--- src/sv/lpfc_pkg.sv ---
package lpfc_pkg;

   // Conversion codes carried with each transaction
   typedef enum logic [3:0] {
      FUNC_BF16_TRUNC = 4'd0,
      FUNC_BF16_HALF  = 4'd1,
      FUNC_BF16_RNE   = 4'd2,
      FUNC_F16_RNE    = 4'd3,
      FUNC_HF8        = 4'd4,
      FUNC_BF8        = 4'd5,
      FUNC_BF16_UP    = 4'd6,
      FUNC_F16_UP     = 4'd7,
      FUNC_HF8_UP     = 4'd8,
      FUNC_BF8_UP     = 4'd9
   } lpfc_func_type;

   // Exponent biases
   localparam logic [7:0] SGL_EXP_BIAS  = 8'd127;
   localparam logic [7:0] HALF_EXP_BIAS = 8'd15;
   localparam logic [7:0] HF8_BIAS      = 8'd7;

   // fp32 -> fp16 exponent thresholds (in fp32 biased exponent)
   localparam logic [7:0] F16_EXP_OVF  = SGL_EXP_BIAS + HALF_EXP_BIAS;          // 142
   localparam logic [7:0] F16_EXP_SUB  = SGL_EXP_BIAS - HALF_EXP_BIAS;          // 112
   localparam logic [7:0] F16_EXP_ZERO = SGL_EXP_BIAS - HALF_EXP_BIAS - 8'd10;  // 102

   // fp16 -> hf8 exponent thresholds (in fp16 biased exponent)
   localparam logic [4:0] HF8_EXP_OVF  = 5'(HALF_EXP_BIAS - HF8_BIAS + HALF_EXP_BIAS); // 23
   localparam logic [4:0] HF8_EXP_SUB  = 5'(HALF_EXP_BIAS - HF8_BIAS);                 // 8
   localparam logic [4:0] HF8_EXP_ZERO = 5'(HALF_EXP_BIAS - HF8_BIAS - 8'd3);          // 5
   localparam logic [9:0] HF8_FR_MAX   = 10'h300;

   // Common bit patterns
   localparam logic [31:0] F32_QUIET_BIT = 32'h0040_0000;
   localparam logic [9:0]  F16_QUIET_BIT = 10'h200;

endpackage

--- src/sv/low_precision_float_converter.sv ---
// A request is held in the input register, then the fp16 rounding register,
// then the output register, whose valid bit is rsp_valid.
// Throughput: one transaction per cycle while rsp_ready is high; three register stages
// (input, fp16 rounding, narrow rounding / up-conversion) each take one item per clock.
// Ready ripples back through the stage valid bits, so bubbles are squeezed out.
// Reset (synchronous, active high) empties all stages; data registers are not reset.
module low_precision_float_converter (
   input  logic        clock,
   input  logic        reset,
   input  logic        req_valid,
   output logic        req_ready,
   input  logic [3:0]  req_func,
   input  logic [31:0] req_src_bits,
   output logic        rsp_valid,
   input  logic        rsp_ready,
   output logic [31:0] rsp_dst_bits
);
   import lpfc_pkg::*;

   logic          s1_valid_ff, s1_valid_in;
   lpfc_func_type s1_func_ff, s1_func_in;
   logic [31:0]   s1_src_ff, s1_src_in;

   logic          s2_valid_ff, s2_valid_in;
   lpfc_func_type s2_func_ff, s2_func_in;
   logic [31:0]   s2_wide_ff, s2_wide_in;
   logic [15:0]   s2_half_ff, s2_half_in;
   logic [15:0]   s2_src_ff, s2_src_in;

   logic          s3_valid_ff, s3_valid_in;
   logic [31:0]   s3_dst_ff, s3_dst_in;

   logic          s1_ready, s2_ready, s3_ready;

   logic [31:0]   x;
   logic [31:0]   x_quiet;
   logic [31:0]   x_round;
   logic [15:0]   bf_up;

   // Stage ready: a stage can load when empty or when its content moves on
   assign s3_ready  = !s3_valid_ff || rsp_ready;
   assign s2_ready  = !s2_valid_ff || s3_ready;
   assign s1_ready  = !s1_valid_ff || s2_ready;
   assign req_ready = s1_ready;

   // Stage 1 capture
   assign s1_valid_in = s1_ready ? req_valid : s1_valid_ff;
   assign s1_func_in  = s1_ready ? lpfc_func_type'(req_func) : s1_func_ff;
   assign s1_src_in   = s1_ready ? req_src_bits : s1_src_ff;

   // Stage 1 logic: bf16 paths and fp32 -> fp16 rounding
   always_comb begin
      x       = (s1_src_ff[30:23] == 8'd0) ? {s1_src_ff[31], 31'd0} : s1_src_ff;
      x_quiet = (x[22:0] == 23'd0) ? x : (x | F32_QUIET_BIT);
      bf_up   = (s1_src_ff[14:7] == 8'd0) ? {s1_src_ff[15], 15'd0} : s1_src_ff[15:0];
      case (s1_func_ff)
         FUNC_BF16_TRUNC: x_round = x;
         FUNC_BF16_HALF:  x_round = x + 32'h0000_8000;
         FUNC_BF16_RNE:   x_round = x + 32'h0000_7fff + {31'd0, x[16]};
         default:         x_round = x;
      endcase
      if (x[30:23] == 8'hff) begin
         x_round = x_quiet;
      end
      if (s1_func_ff == FUNC_BF16_UP) begin
         s2_wide_in = {bf_up, 16'd0};
      end else begin
         s2_wide_in = {16'd0, x_round[31:16]};
      end
      if (!s2_ready) begin
         s2_wide_in = s2_wide_ff;
      end
   end

   logic [15:0] half_bits;

   lpfc_f32_f16 u_f32_f16 (
      .src_bits  (s1_src_ff),
      .half_bits (half_bits)
   );

   assign s2_valid_in = s2_ready ? s1_valid_ff : s2_valid_ff;
   assign s2_func_in  = s2_ready ? s1_func_ff : s2_func_ff;
   assign s2_half_in  = s2_ready ? half_bits : s2_half_ff;
   assign s2_src_in   = s2_ready ? s1_src_ff[15:0] : s2_src_ff;

   // Stage 2 logic: fp8 rounding and up-conversions
   logic [31:0] dst_bits;

   lpfc_narrow u_narrow (
      .func      (s2_func_ff),
      .wide_bits (s2_wide_ff),
      .half_bits (s2_half_ff),
      .src_low   (s2_src_ff),
      .dst_bits  (dst_bits)
   );

   assign s3_valid_in = s3_ready ? s2_valid_ff : s3_valid_ff;
   assign s3_dst_in   = s3_ready ? dst_bits : s3_dst_ff;

   // Valid bits
   always_ff @(posedge clock) begin
      if (reset) begin
         s1_valid_ff <= 1'b0;
         s2_valid_ff <= 1'b0;
         s3_valid_ff <= 1'b0;
      end else begin
         s1_valid_ff <= s1_valid_in;
         s2_valid_ff <= s2_valid_in;
         s3_valid_ff <= s3_valid_in;
      end
   end

   // Payload registers
   always_ff @(posedge clock) begin
      s1_func_ff <= s1_func_in;
      s1_src_ff  <= s1_src_in;
      s2_func_ff <= s2_func_in;
      s2_wide_ff <= s2_wide_in;
      s2_half_ff <= s2_half_in;
      s2_src_ff  <= s2_src_in;
      s3_dst_ff  <= s3_dst_in;
   end

   assign rsp_valid    = s3_valid_ff;
   assign rsp_dst_bits = s3_dst_ff;

   // Backpressure only when every stage holds a transaction
   a_full_when_stalled: assert property (@(posedge clock) disable iff (reset)
      !req_ready |-> (s1_valid_ff && s2_valid_ff && s3_valid_ff))
      else $error("input stalled with an empty stage");

   // A transaction moving out of stage 2 lands in the output stage
   a_stage_advance: assert property (@(posedge clock) disable iff (reset)
      (s2_valid_ff && s3_ready) |=> s3_valid_ff)
      else $error("transaction lost between stage 2 and output");

   // fp8 results are zero-extended
   a_fp8_zero_ext: assert property (@(posedge clock) disable iff (reset)
      (s2_valid_ff && s3_ready && (s2_func_ff == FUNC_HF8 || s2_func_ff == FUNC_BF8))
      |=> (s3_dst_ff[31:8] == 24'd0))
      else $error("fp8 result has upper bits set");

   // Unused codes produce zero
   a_unused_zero: assert property (@(posedge clock) disable iff (reset)
      (s2_valid_ff && s3_ready && (s2_func_ff > FUNC_BF8_UP)) |=> (s3_dst_ff == 32'd0))
      else $error("unused conversion code gave a nonzero result");

endmodule

--- src/sv/lpfc_f32_f16.sv ---
module lpfc_f32_f16 (
   input  logic [31:0] src_bits,
   output logic [15:0] half_bits
);
   import lpfc_pkg::*;

   logic [31:0] x;
   logic [7:0]  ex;
   logic [22:0] fr;
   logic [7:0]  sh_full;
   logic [3:0]  sh;
   logic [23:0] sv;
   logic [23:0] rnd;
   logic [31:0] t;
   logic [7:0]  e2;
   logic [14:0] mag;

   // Flush denormals, then round to nearest even into fp16
   always_comb begin
      x  = (src_bits[30:23] == 8'd0) ? {src_bits[31], 31'd0} : src_bits;
      ex = x[30:23];
      fr = x[22:0];

      // subnormal result: align mantissa, keep sticky, round at bit 13
      sh_full = (F16_EXP_SUB + 8'd1) - ex;
      sh      = sh_full[3:0];
      sv      = {1'b1, fr} >> sh;
      sv[0]   = sv[0] | (|fr[12:0]);
      rnd     = sv + 24'h000fff + {23'd0, sv[13]};

      // normal result: round in place, rebias exponent
      t  = x + 32'h0000_0fff + {31'd0, fr[13]};
      e2 = t[30:23] - F16_EXP_SUB;

      if (ex == 8'hff) begin
         mag = {5'h1f, (fr == 23'd0) ? 10'd0 : (fr[22:13] | F16_QUIET_BIT)};
      end else if (ex > F16_EXP_OVF) begin
         mag = {5'h1f, 10'd0};
      end else if (ex < F16_EXP_ZERO) begin
         mag = 15'd0;
      end else if (ex <= F16_EXP_SUB) begin
         mag = {4'd0, rnd[23:13]};
      end else begin
         mag = {e2[4:0], t[22:13]};
      end

      half_bits = {x[31], mag};
   end

endmodule

--- src/sv/lpfc_narrow.sv ---
module lpfc_narrow (
   input  lpfc_pkg::lpfc_func_type func,
   input  logic [31:0]             wide_bits,
   input  logic [15:0]             half_bits,
   input  logic [15:0]             src_low,
   output logic [31:0]             dst_bits
);
   import lpfc_pkg::*;

   // fp16 -> E4M3, round to nearest even, NaN on overflow
   function automatic logic [7:0] f16_to_hf8(input logic [15:0] h);
      logic [4:0]  ex;
      logic [9:0]  fr;
      logic [4:0]  sh_full;
      logic [10:0] sv;
      logic [11:0] rnd;
      logic [15:0] t;
      logic [4:0]  e;
      logic [6:0]  mag;
      ex      = h[14:10];
      fr      = h[9:0];
      sh_full = (HF8_EXP_SUB + 5'd1) - ex;
      sv      = {1'b1, fr} >> sh_full[2:0];
      if (sh_full[3]) begin
         sv = {1'b1, fr} >> 4'd8;
      end
      sv[0]   = sv[0] | (|fr[6:0]);
      rnd     = {1'b0, sv} + 12'h03f + {11'd0, sv[7]};
      t       = h + 16'h003f + {15'd0, fr[7]};
      e       = t[14:10] - HF8_EXP_SUB;
      if (ex == 5'h1f || ex > HF8_EXP_OVF || (ex == HF8_EXP_OVF && fr > HF8_FR_MAX)) begin
         mag = 7'h7f;
      end else if (ex < HF8_EXP_ZERO) begin
         mag = 7'd0;
      end else if (ex <= HF8_EXP_SUB) begin
         mag = {3'd0, rnd[10:7]};
      end else begin
         mag = {e[3:0], t[9:7]};
      end
      return {h[15], mag};
   endfunction

   // fp16 -> E5M2, round to nearest even, quiet NaNs
   function automatic logic [7:0] f16_to_bf8(input logic [15:0] h);
      logic [15:0] t;
      if (h[14:10] == 5'h1f) begin
         t = (h[9:0] == 10'd0) ? h : (h | {6'd0, F16_QUIET_BIT});
      end else begin
         t = h + 16'h007f + {15'd0, h[8]};
      end
      return t[15:8];
   endfunction

   // fp16 -> fp32 with subnormal normalization
   function automatic logic [31:0] f16_to_f32(input logic [15:0] h);
      logic [4:0] ex;
      logic [9:0] m;
      logic [7:0] en;
      logic [3:0] lz;
      ex = h[14:10];
      m  = h[9:0];
      en = {3'd0, ex} + (SGL_EXP_BIAS - HALF_EXP_BIAS);
      lz = 4'd9;
      for (int i = 0; i < 10; i++) begin
         if (m[i]) begin
            lz = 4'(9 - i);
         end
      end
      if (ex == 5'd0 && m != 10'd0) begin
         en = en - {4'd0, lz};
         m  = m << (lz + 4'd1);
      end else if (ex == 5'd0) begin
         en = 8'd0;
      end else if (ex == 5'h1f) begin
         en = 8'hff;
         if (m != 10'd0) begin
            m = m | F16_QUIET_BIT;
         end
      end
      return {h[15], en, m, 13'd0};
   endfunction

   // E4M3 -> fp32; only the all-ones code is NaN
   function automatic logic [31:0] hf8_to_f32(input logic [7:0] b);
      logic [3:0] ex;
      logic [2:0] m;
      logic [7:0] en;
      logic [1:0] lz;
      ex = b[6:3];
      m  = b[2:0];
      en = {4'd0, ex} + (SGL_EXP_BIAS - HF8_BIAS);
      lz = (m > 3'd3) ? 2'd0 : ((m > 3'd1) ? 2'd1 : 2'd2);
      if (ex == 4'd0 && m != 3'd0) begin
         en = en - {6'd0, lz};
         m  = m << (lz + 2'd1);
      end else if (ex == 4'd0) begin
         en = 8'd0;
      end else if (ex == 4'hf && m == 3'h7) begin
         en = 8'hff;
         m  = 3'h4;
      end
      return {b[7], en, m, 20'd0};
   endfunction

   // Second half of the conversion, selected by code
   always_comb begin
      case (func)
         FUNC_BF16_TRUNC, FUNC_BF16_HALF, FUNC_BF16_RNE, FUNC_BF16_UP: begin
            dst_bits = wide_bits;
         end
         FUNC_F16_RNE: dst_bits = {16'd0, half_bits};
         FUNC_HF8:     dst_bits = {24'd0, f16_to_hf8(half_bits)};
         FUNC_BF8:     dst_bits = {24'd0, f16_to_bf8(half_bits)};
         FUNC_F16_UP:  dst_bits = f16_to_f32(src_low);
         FUNC_HF8_UP:  dst_bits = hf8_to_f32(src_low[7:0]);
         FUNC_BF8_UP:  dst_bits = f16_to_f32({src_low[7:0], 8'd0});
         default:      dst_bits = 32'd0;
      endcase
   end

endmodule
--- config.mk ---
export PLATFORM = sky130hd
export DESIGN_NAME = low_precision_float_converter
export DESIGN_NICKNAME = d
export VERILOG_FILES = /design/src/sv/lpfc_pkg.sv /design/src/sv/low_precision_float_converter.sv /design/src/sv/lpfc_f32_f16.sv /design/src/sv/lpfc_narrow.sv
export SDC_FILE = /design/constraint.sdc
export NUM_CORES = 1
export LEC_CHECK = 0
export BUFFER_PORTS_ARGS = -buffer_cell sky130_fd_sc_hd__buf_2
export CAP_MARGIN = 10
export CORE_ASPECT_RATIO = 2
export CORE_MARGIN = 1
export CORE_UTILIZATION = 52
export CTS_BUF_LIST = sky130_fd_sc_hd__clkbuf_4 sky130_fd_sc_hd__clkbuf_8 sky130_fd_sc_hd__clkbuf_16
export DETAILED_ROUTE_END_ITERATION = 10
export PLACE_DENSITY_LB_ADDON = 0.12
export SLEW_MARGIN = 10
export SYNTH_ARGS = -nofsm -noshare
export SYNTH_HDL_FRONTEND = slang
export SYNTH_SLANG_ARGS = --single-unit
--- constraint.sdc ---
create_clock -name clock -period 3.51 [get_ports clock]
set_clock_uncertainty 0.1 [all_clocks]
set_input_delay 0.702 -clock clock [delete_from_list [all_inputs] [get_ports clock]]
set_output_delay 0.702 -clock clock [all_outputs]
set_load 0.005 [all_outputs]
Yosys cells after proc, flatten, opt, wreduce, memory -nomap -nowiden
Cells that the tools add are included.
{"block": "classes", "order_cmp": 9, "shift": 5, "bitwise": 3, "add_sub_neg": 26, "n_eq_ne": 19, "n_mux": 52, "reduce_logical": 29}
{"op": "$pmux W32 S7", "count": 1}
{"op": "$mux W10", "count": 12}
{"op": "$mux W8", "count": 9}
{"op": "$pmux W32 S2", "count": 1}
{"op": "$mux W4", "count": 12}
{"op": "$add A32 B1 Y32", "count": 1}
{"op": "$add A32 B15 Y32 const B", "count": 1}
{"op": "$add A32 B16 Y32 const B", "count": 1}
{"op": "$mux W32", "count": 1}
{"op": "$mux W31", "count": 1}
{"op": "$mux W15", "count": 2}
{"op": "$add A28 B1 Y28", "count": 1}
{"op": "$add A28 B12 Y28 const B", "count": 1}
{"op": "$add A24 B1 Y24", "count": 1}
{"op": "$add A24 B12 Y24 const B", "count": 1}
{"op": "$shr A24 B4 Y24", "count": 1}
{"op": "$logic_not A23 Y1", "count": 1}
{"op": "$mux W23", "count": 1}
{"op": "$mux W11", "count": 2}
{"op": "$mux W7", "count": 3}
{"op": "$eq A4 B3 Y1 const B", "count": 5}
{"op": "$eq A5 B5 Y1 const B", "count": 4}
{"op": "$shl A10 B4 Y10", "count": 2}
{"op": "$add A16 B1 Y16", "count": 1}
{"op": "other kinds (51)", "count": 77}
{"block": "totals", "wordCells": 156, "regBits": 139, "output_inout_bits": 34}

Logic depth before layout (Yosys ltp)
Gate-level depths: netlist of the first run.
{"block": "logic_depth", "ltp_word": 14, "depth_mapped": 15, "depth_no_buf": 13}

Hierarchy
Synthesis of the first run repeated with hierarchy kept, for this count alone.
{"block": "unflattened", "cells_unflattened": 968, "hier_area_um2": 9770.6}
{"module": "low_precision_float_converter", "instances": 1, "area_each_um2": 4997.3, "seq_area_each_um2": 4144.0, "cells_each": 277}
{"module": "lpfc_narrow", "instances": 1, "area_each_um2": 2678.8, "seq_area_each_um2": 0.0, "cells_each": 413}
{"module": "lpfc_f32_f16", "instances": 1, "area_each_um2": 2094.5, "seq_area_each_um2": 0.0, "cells_each": 278}

Worst setup path before layout of the first run
OpenSTA, ideal clock, no wires.
{"block": "synth_timing", "kind": "register to register", "from": "reg s1_src_ff[24]", "to": "reg s2_half_ff[0], data pin", "stages_incl_launch_ff": 15, "path_slack_ns": -0.064, "arrival_ns": 3.219, "n_path_buf": 6, "period_less_slack_ns": 3.574, "required_time_ns": 3.155, "setup_time_ns": 0.255, "path_cell_list": "edfxtp_1 buf_2 inv_1 buf_2 ha_1 buf_2 buf_4 buf_2 buf_2 mux4_2 a221oi_1 o311ai_0 o22ai_1 nand4_1 and2_1"}
{"block": "synth_between", "elab_chain_len": 11}
{"item": "from (decl)", "line_no": "low_precision_float_converter.sv:22", "rtl": "logic [31:0] s1_src_ff, s1_src_in;"}
{"item": "from (signal assigned)", "line_no": "low_precision_float_converter.sv:117", "rtl": "s1_src_ff <= s1_src_in;"}
{"item": "$logic_not A8 Y1", "line_no": "lpfc_f32_f16.sv:20", "rtl": "x = (src_bits[30:23] == 8'd0) ? {src_bits[31], 31'd0} : src_bits;"}
{"item": "$mux W31 *", "line_no": "lpfc_f32_f16.sv:20"}
{"item": "$sub A1 B4 Y4", "line_no": "lpfc_f32_f16.sv:25", "rtl": "sh_full = (F16_EXP_SUB + 8'd1) - ex;"}
{"item": "$shr A24 B4 Y24", "line_no": "lpfc_f32_f16.sv:27", "rtl": "sv = {1'b1, fr} >> sh;"}
{"item": "$or A1 B1 Y1", "line_no": "lpfc_f32_f16.sv:28", "rtl": "sv[0] = sv[0] | (|fr[12:0]);"}
{"item": "$add A24 B12 Y24", "line_no": "lpfc_f32_f16.sv:29", "rtl": "rnd = sv + 24'h000fff + {23'd0, sv[13]};"}
{"item": "$add A24 B1 Y24", "line_no": "lpfc_f32_f16.sv:29"}
{"item": "$mux W15", "line_no": "lpfc_f32_f16.sv:41", "rtl": "end else if (ex <= F16_EXP_SUB) begin"}
{"item": "$mux W15", "line_no": "lpfc_f32_f16.sv:39", "rtl": "end else if (ex < F16_EXP_ZERO) begin"}
{"item": "$mux W10", "line_no": "lpfc_f32_f16.sv:37", "rtl": "end else if (ex > F16_EXP_OVF) begin"}
{"item": "$mux W10 *", "line_no": "lpfc_f32_f16.sv:35", "rtl": "if (ex == 8'hff) begin"}
{"item": "named net half_bits[0]", "line_no": "low_precision_float_converter.sv:75", "rtl": "logic [15:0] half_bits;"}
{"item": "to (signal assigned)", "line_no": "low_precision_float_converter.sv:120", "rtl": "s2_half_ff <= s2_half_in;"}
{"item": "to (decl)", "line_no": "low_precision_float_converter.sv:27", "rtl": "logic [15:0] s2_half_ff, s2_half_in;"}
The timed path passes the listed nets; every way through them passes the cells marked *.
A chain may end at the register's enable or synchronous reset.

Worst setup path in the final report of the first run
{"block": "layout_timing", "from": "reg s2_src_ff[4]", "to": "reg s3_dst_ff[21] (netlist: rsp_dst_bits[21]), data pin"}
{"block": "layout_between", "elab_chain_len": 11}
{"item": "from (decl)", "line_no": "low_precision_float_converter.sv:28", "rtl": "logic [15:0] s2_src_ff, s2_src_in;"}
{"item": "from (signal assigned)", "line_no": "low_precision_float_converter.sv:121", "rtl": "s2_src_ff <= s2_src_in;"}
{"item": "$mux W4 (6 in series)", "line_no": "lpfc_narrow.sv:65", "rtl": "if (m[i]) begin"}
{"item": "$mux W4", "line_no": "lpfc_narrow.sv:107", "rtl": "case (func)"}
{"item": "$add A4 B1 Y4", "line_no": "lpfc_narrow.sv:71", "rtl": "m = m << (lz + 4'd1);"}
{"item": "$shl A10 B4 Y10", "line_no": "lpfc_narrow.sv:71"}
{"item": "$mux W10", "line_no": "lpfc_narrow.sv:69", "rtl": "if (ex == 5'd0 && m != 10'd0) begin"}
{"item": "$pmux W32 S7 *", "line_no": "lpfc_narrow.sv:107"}
{"item": "named net dst_bits[21]", "line_no": "low_precision_float_converter.sv:88", "rtl": "logic [31:0] dst_bits;"}
{"item": "to (signal assigned)", "line_no": "low_precision_float_converter.sv:122", "rtl": "s3_dst_ff <= s3_dst_in;"}
{"item": "to (decl)", "line_no": "low_precision_float_converter.sv:31", "rtl": "logic [31:0] s3_dst_ff, s3_dst_in;"}
The timed path passes the listed nets; every way through them passes the cells marked *. The select of a mux whose other input is x is not followed.

==> impl_metrics.toml, run 1 <==
[timing]
drv_slew = 0
max_freq_mhz = 308.4
holdWs_ps = 346.0
slew_headroom_pct = 44.05
finalSetupTns_ps = 0
fin_crit_ps = 3243
worst_pin_slew_ps = 833.2
finalSetupViolCount = 0
hold_viol = 0
period_share_pct = 92.38
rsz0062_at_grt = "false"

[synthesis]
syn_area_um2 = 9300
synth_nets = 1009
synth_cell_type_count = 79
synthTopCellsByArea = "edfxtp_1 44%, mux4_2 4.1%, a21oi_1 4.1%, o21ai_0 3.0%, nor2_1 2.9%"
synth_compound_area_share_pct = 19.90
synth-simple-area-share_pct = 17.72
synthAdderAreaFrac_pct = 3.121
yosys_warnings = 0
synth_mux_area_share_pct = 6.781
synth_commonest_cells = "136 x edfxtp_1, 76 x a21oi_1, 71 x nor2_1"
synth-edff-count = 136
syn_inst = 947
synthXorXnorAreaFrac_pct = 3.296
synthMostInstantiatedCell = "edfxtp_1"
ys_ff_latch = 139
async_flop_share_pct = 0
syn_avg_cell_area_um2 = 9.821
ys_seq_area_share_pct = 44.56
yosysTopAreaCell = "edfxtp_1"
synth_top_area_share_pct = 43.91
yosys_most_used_dff = "edfxtp_1"
synth_top_family_by_area = "compound AO/OA/AOI/OAI gates"

[power]
power_density_nw_per_um2 = 428.8
p_sw_mw = 1.320
power_frac_comb_pct = 16.9
seqPwrFrac_pct = 43.4
clockPowerShare_pct = 39.7
intPower_mw = 3.338
ir_drop_uv = 425.0
p_leak_nw = 4.313
switching_share_pct = 28.33

[floorplanning]
die-area_um2 = 18460
io_pins = 74
rows = 68
core-area_um2 = 17360
start_util_pct = 53.58
die_h_um = 191.1
die_x_um = 96.57

[route]
dr.pass1.iters = 5
viasPerCell = 6.615
drtIter0Drc = 733
wire_per_inst_um = 22.86
vias = 8401
drc = 0
detail_route.wirelength_mm = 29.03
detail-route-antenna-nets = 0

[status]
status = "completed"

[place]
port_buffers = 73
place_hpwl_mm = 21.88
gp_congestion = 1.047

[grt]
antenna_found_initial = 0
grt_pass1_vias = 8402
grt_pass1_wl_mm = 46.01
track_usage_pct = 34.10
grt_max_degree = 69
grt-ovfl-total = 0

[clock_tree]
postCtsHoldBufs = 0
htree_levels = 4
cts_resized = 0
cts-root-buf = "clkbuf_16"
cts_sinks = 139
cts_buffers = 17
clkTransAtPathRegs_ps = 70
cts_buffer_depth = 2
cts_tree = "yes"
clock_latency_ps = 430
postCtsSetupBuffers = 0

[critical_path]
required_ps = 3570
critPathKind = "flip-flop to flip-flop"
cp-start-kind = "flip-flop"
cp.arrival_ps = 3310
crit_fanout = 11
end_kind = "flip-flop"

[final_layout]
register_area_um2 = 4144
utilization_pct = 62.57
multiInputGateArea_um2 = 4752
syn2layout_area_growth_pct = 16.78
nets = 1109
n_antenna_cell = 0
drive_above_1_share_pct = 20.75
fillerInstances = 1478

[job]
max_cap_violations = 0

[worst_hold_path]
hp-class = "input pin to flip-flop"
==> worst max-delay path, cell delays in order, from the launching register on <==
cell and delay [ps]:
edfxtp_1 630, o21bai_1 260, a211oi_1 260, inv_1 210, ha_1 510, nand2b_1 250
nor3_1 60, o21a_1 190, a311oi_1 350, o21ai_0 160
==> power groups by stage <==
stage | Combinational (mW) | Sequential (mW) | Clock (mW)
after floorplan | 0.525 | 2.01 | 0
after global placement | 0.761 | 2.05 | 0
after detailed placement | 0.767 | 2.06 | 0
after CTS | 0.771 | 2.02 | 1.88
after global routing | 0.859 | 2.04 | 1.94
final | 0.786 | 2.02 | 1.85
==> per-stage QoR <==
stage / power [mW] / area, um2 / worst slack, ps / cells
6_report: 4.657 / 10860 / 267.4 / 1270
4_1_cts: 4.669 / 10850 / 163.9 / 1270
3_5_place_dp: 2.823 / 10250 / 221.0 / 1238
3_3_place_gp: 2.815 / 10250 / 243.9 / 1238
5_1_grt: 4.833 / 10860 / 64.58 / 1270
2_1_floorplan: 2.531 / 9308 / 1.876 / 947
==> cell families after synthesis <==
| kind of cell | Yosys count |
|---|---|
| xor gates and xnor gates | 35 |
| DFF | 139 |
| buffers and inverters | 107 |
| and+or+nand+nor | 326 |
| adders and majority gates | 22 |
| AOI/OAI and AO/OA | 277 |
| muxes | 41 |
==> flip-flops by register name, summed over array words and instances (netlist names) <==
register	flops
s2_valid_ff	1
s2_func_ff	4
s1_src_ff	32
s1_valid_ff	1
s2_wide_ff	32
rsp_dst_bits	32
rsp_valid	1
s1_func_ff	4
s2_half_ff	16
s2_src_ff	16
==> placed cells by master (no fill, tap or decap), types with 16 or more instances in the layout <==
cell,instances
xnor2_1,23
ha_1,19
mux4_2,17
o21ai_0,55
and2_1,17
clkbuf_16,17
a22oi_1,16
a21oi_1,76
inv_1,39
edfxtp_1,136
buf_2,73
mux2i_1,18
nand2_1,63
buf_4,71
nand3_1,39
nor2_1,70
nor3_1,43
==> layer usage <==
layer / routed length, um / track usage (%)
met1: 10040 / 36.91
met3: 1520 / 4.614
met5: 0 / 0
met4: 1942 / 21.38
met2: 15530 / 60.43
==> layout make-up <==
cell class | instances | share of cell area [%]
Clock buffer | 17 | 3.917
Clock inverter | 15 | 1.659
Inverter | 42 | 1.452
Multi-Input combinational cell | 701 | 43.76
Sequential cell | 139 | 38.16
Tap cell | 210 | 2.419
Timing Repair Buffer | 146 | 8.641
==> worst paths after layout <==
| check | endpoint | cells after the start | start | slack (ps) |
|---|---|---|---|---|
| worst max-delay path | rsp_dst_bits[21] | 9 | s2_src_ff[4] | 270 |
| worst min-delay path | s1_src_ff[31] | 1 | req_src_bits[31] | 350 |
| worst max register to register | rsp_dst_bits[21] | 9 | s2_src_ff[4] | 270 |
| worst min register to register | s2_src_ff[0] | 0 | s1_src_ff[0] | 390 |
(Power assumes the default switching activity.)
==> run 2: changes to the inputs <==
Clock period 3.51 ns to 3.5 ns, I/O delays scaled along.
==> run 2 against run 1 <==
  * Sequential share of layout area fell by 0.18 points
  * Register-to-register slack improved by 20 ps
  * Fmax rose by 0.94%
  * Critical path type unchanged
  * Count of clock-buffer cells in the layout rose by 4
  * Highest routed layer unchanged
  * Critical path depth rose by 2
  * Power rose by 1.8%
  * First-iteration DRC count fell by 26%
  * Combinational power rose by 0.8%
  * Wire length rose by 1.4%
  * Via count fell by 2.1%
==> impl_metrics.toml, run 2 (same netlist as run 1, synthesis figures left out) <==
[route]
vias = 8227
detail-route-antenna-nets = 0
wl_met2_mm = 15.94
detail_route.wirelength_mm = 29.44
met1_length_mm = 9.811
dr.pass1.iters = 5
drc = 0
wire_per_inst_um = 23.11
drtIter0Drc = 542
route.met3.wl_mm = 1.549
viasPerCell = 6.458
top_layer = "met4"

[worst_hold_path]
hp-class = "input pin to flip-flop"
hp-start = "req_src_bits[31]"

[floorplanning]
core-area_um2 = 17360
die_x_um = 96.57
die_h_um = 191.1
die-area_um2 = 18460
rows = 68
start_util_pct = 53.58
io_pins = 74

[place]
placed_cells = 1242
place_hpwl_mm = 22.56
port_buffers = 73
pre_cts_ws_ps = 186.7
gp_congestion = 1.040
placed_cell_area_um2 = 10280

[critical_path]
reg2reg_from = "s1_src_ff[25]"
crit_fanout = 7
critPathKind = "flip-flop to flip-flop"
cp-startpoint = "s1_src_ff[25]"
required_ps = 3650
end_kind = "flip-flop"
cp.arrival_ps = 3360
cp-start-kind = "flip-flop"

[timing]
setup_ws_ps = 287.8
drv_slew = 0
rsz0062_at_grt = "false"
max_freq_mhz = 311.3
hold_viol = 0
slew_headroom_pct = 39.15
finalSetupViolCount = 0
finalSetupTns_ps = 0
fin_crit_ps = 3212
worst_pin_slew_ps = 889.7
period_share_pct = 91.78

[final_layout]
multiInputGateArea_um2 = 4746
utilization_pct = 62.87
finalInstanceArea_um2 = 10910
syn2layout_area_growth_pct = 17.33
register_area_um2 = 4144
nets = 1113
drive_above_1_share_pct = 20.96
n_antenna_cell = 0
final_cell_mix = "136 x edfxtp_1, 76 x a21oi_1, 75 x buf_4"
fillerInstances = 1488
final_common_cell = "edfxtp_1"
fin_cells = 1274

[clock_tree]
cts_buffer_depth = 2
cts_tree = "yes"
htree_levels = 4
cts-root-buf = "clkbuf_16"
clkTransAtPathRegs_ps = 60
cts_buffers = 17
cts_sinks = 139
clock_latency_ps = 420

[grt]
grt-ovfl-total = 0
antenna_found_initial = 0
grt_max_degree = 69
grt_pass1_vias = 8446
track_usage_pct = 34.10
grt_pass1_wl_mm = 45.56

[job]
max_cap_violations = 0

[status]
status = "completed"

[power]
power_density_nw_per_um2 = 434.5
p_leak_nw = 4.340
ir_drop_uv = 344.7
==> run 2: changes by cell type in the layout (fill, tap and decap cells not counted), sizes merged <==
| cell | delta |
|---|---|
| buf | +4 |
| clkinv | +1 |
| clkbuf | +4 |
| bufinv | +2 |
| clkinvlp | +1 |
| inv | -8 |
==> run 2: per-stage QoR <==
| stage | power [mW] | hold WS (ps) |
|---|---|---|
| 6_report | 4.742 | 347.4 |
| 5_1_grt | 4.903 | 334.5 |
| 4_1_cts | 4.743 | 329.9 |
| 3_5_place_dp | 2.836 | 357.4 |
| 3_3_place_gp | 2.826 | 347.3 |
| 2_1_floorplan | 2.538 | 318.0 |
==> run 2: final cells by class <==
type / instances / share of cell area (%)
Clock buffer: 21 / 4.231
Inverter: 42 / 1.445
Tap cell: 210 / 2.408
Timing Repair Buffer: 150 / 8.875
Sequential cell: 139 / 37.98
Multi-Input combinational cell: 701 / 43.49
Clock inverter: 11 / 1.571
==> run 2: power breakdown <==
part,total [mW],internal (mW),switching [mW]
clock,1.92,1.23,0.686
combinational,0.792,0.338,0.455
sequential,2.03,1.93,0.0993
total,4.74,3.50,1.24
==> run 2: worst paths after layout <==
kind                     to  slack [ps]  depth (start not counted)
min           s1_src_ff[31]         350                          1
max reg2reg  s2_wide_ff[13]         290                         11
max          s2_wide_ff[13]         290                         11
min reg2reg       rsp_valid         380                          2
==> run 2: repair_timing <==
item / CTS / global route
resized for setup: 0 / 1
buffers inserted: 0 / 0
hold buffers: 0 / 0
endpoints found under the setup margin: 0 / 1
==> run 2: layer usage <==
metal,track usage (%),up-vias
met5,0,-
met4,22.85,0
met3,5.052,126
met2,62.59,397
met1,33.89,3863
li1,-,3841
==> run 2: critical path: stages, from the launching register on <==
cell      delay [ps]
edfxtp_1         340
buf_4            170
nor3_1            80
nand3_1          230
and2_1           210
ha_1             170
nand3_1          120
nor4_1           780
nand3_1          230
nor2_1           210
a41oi_1          160
a211oi_1         230
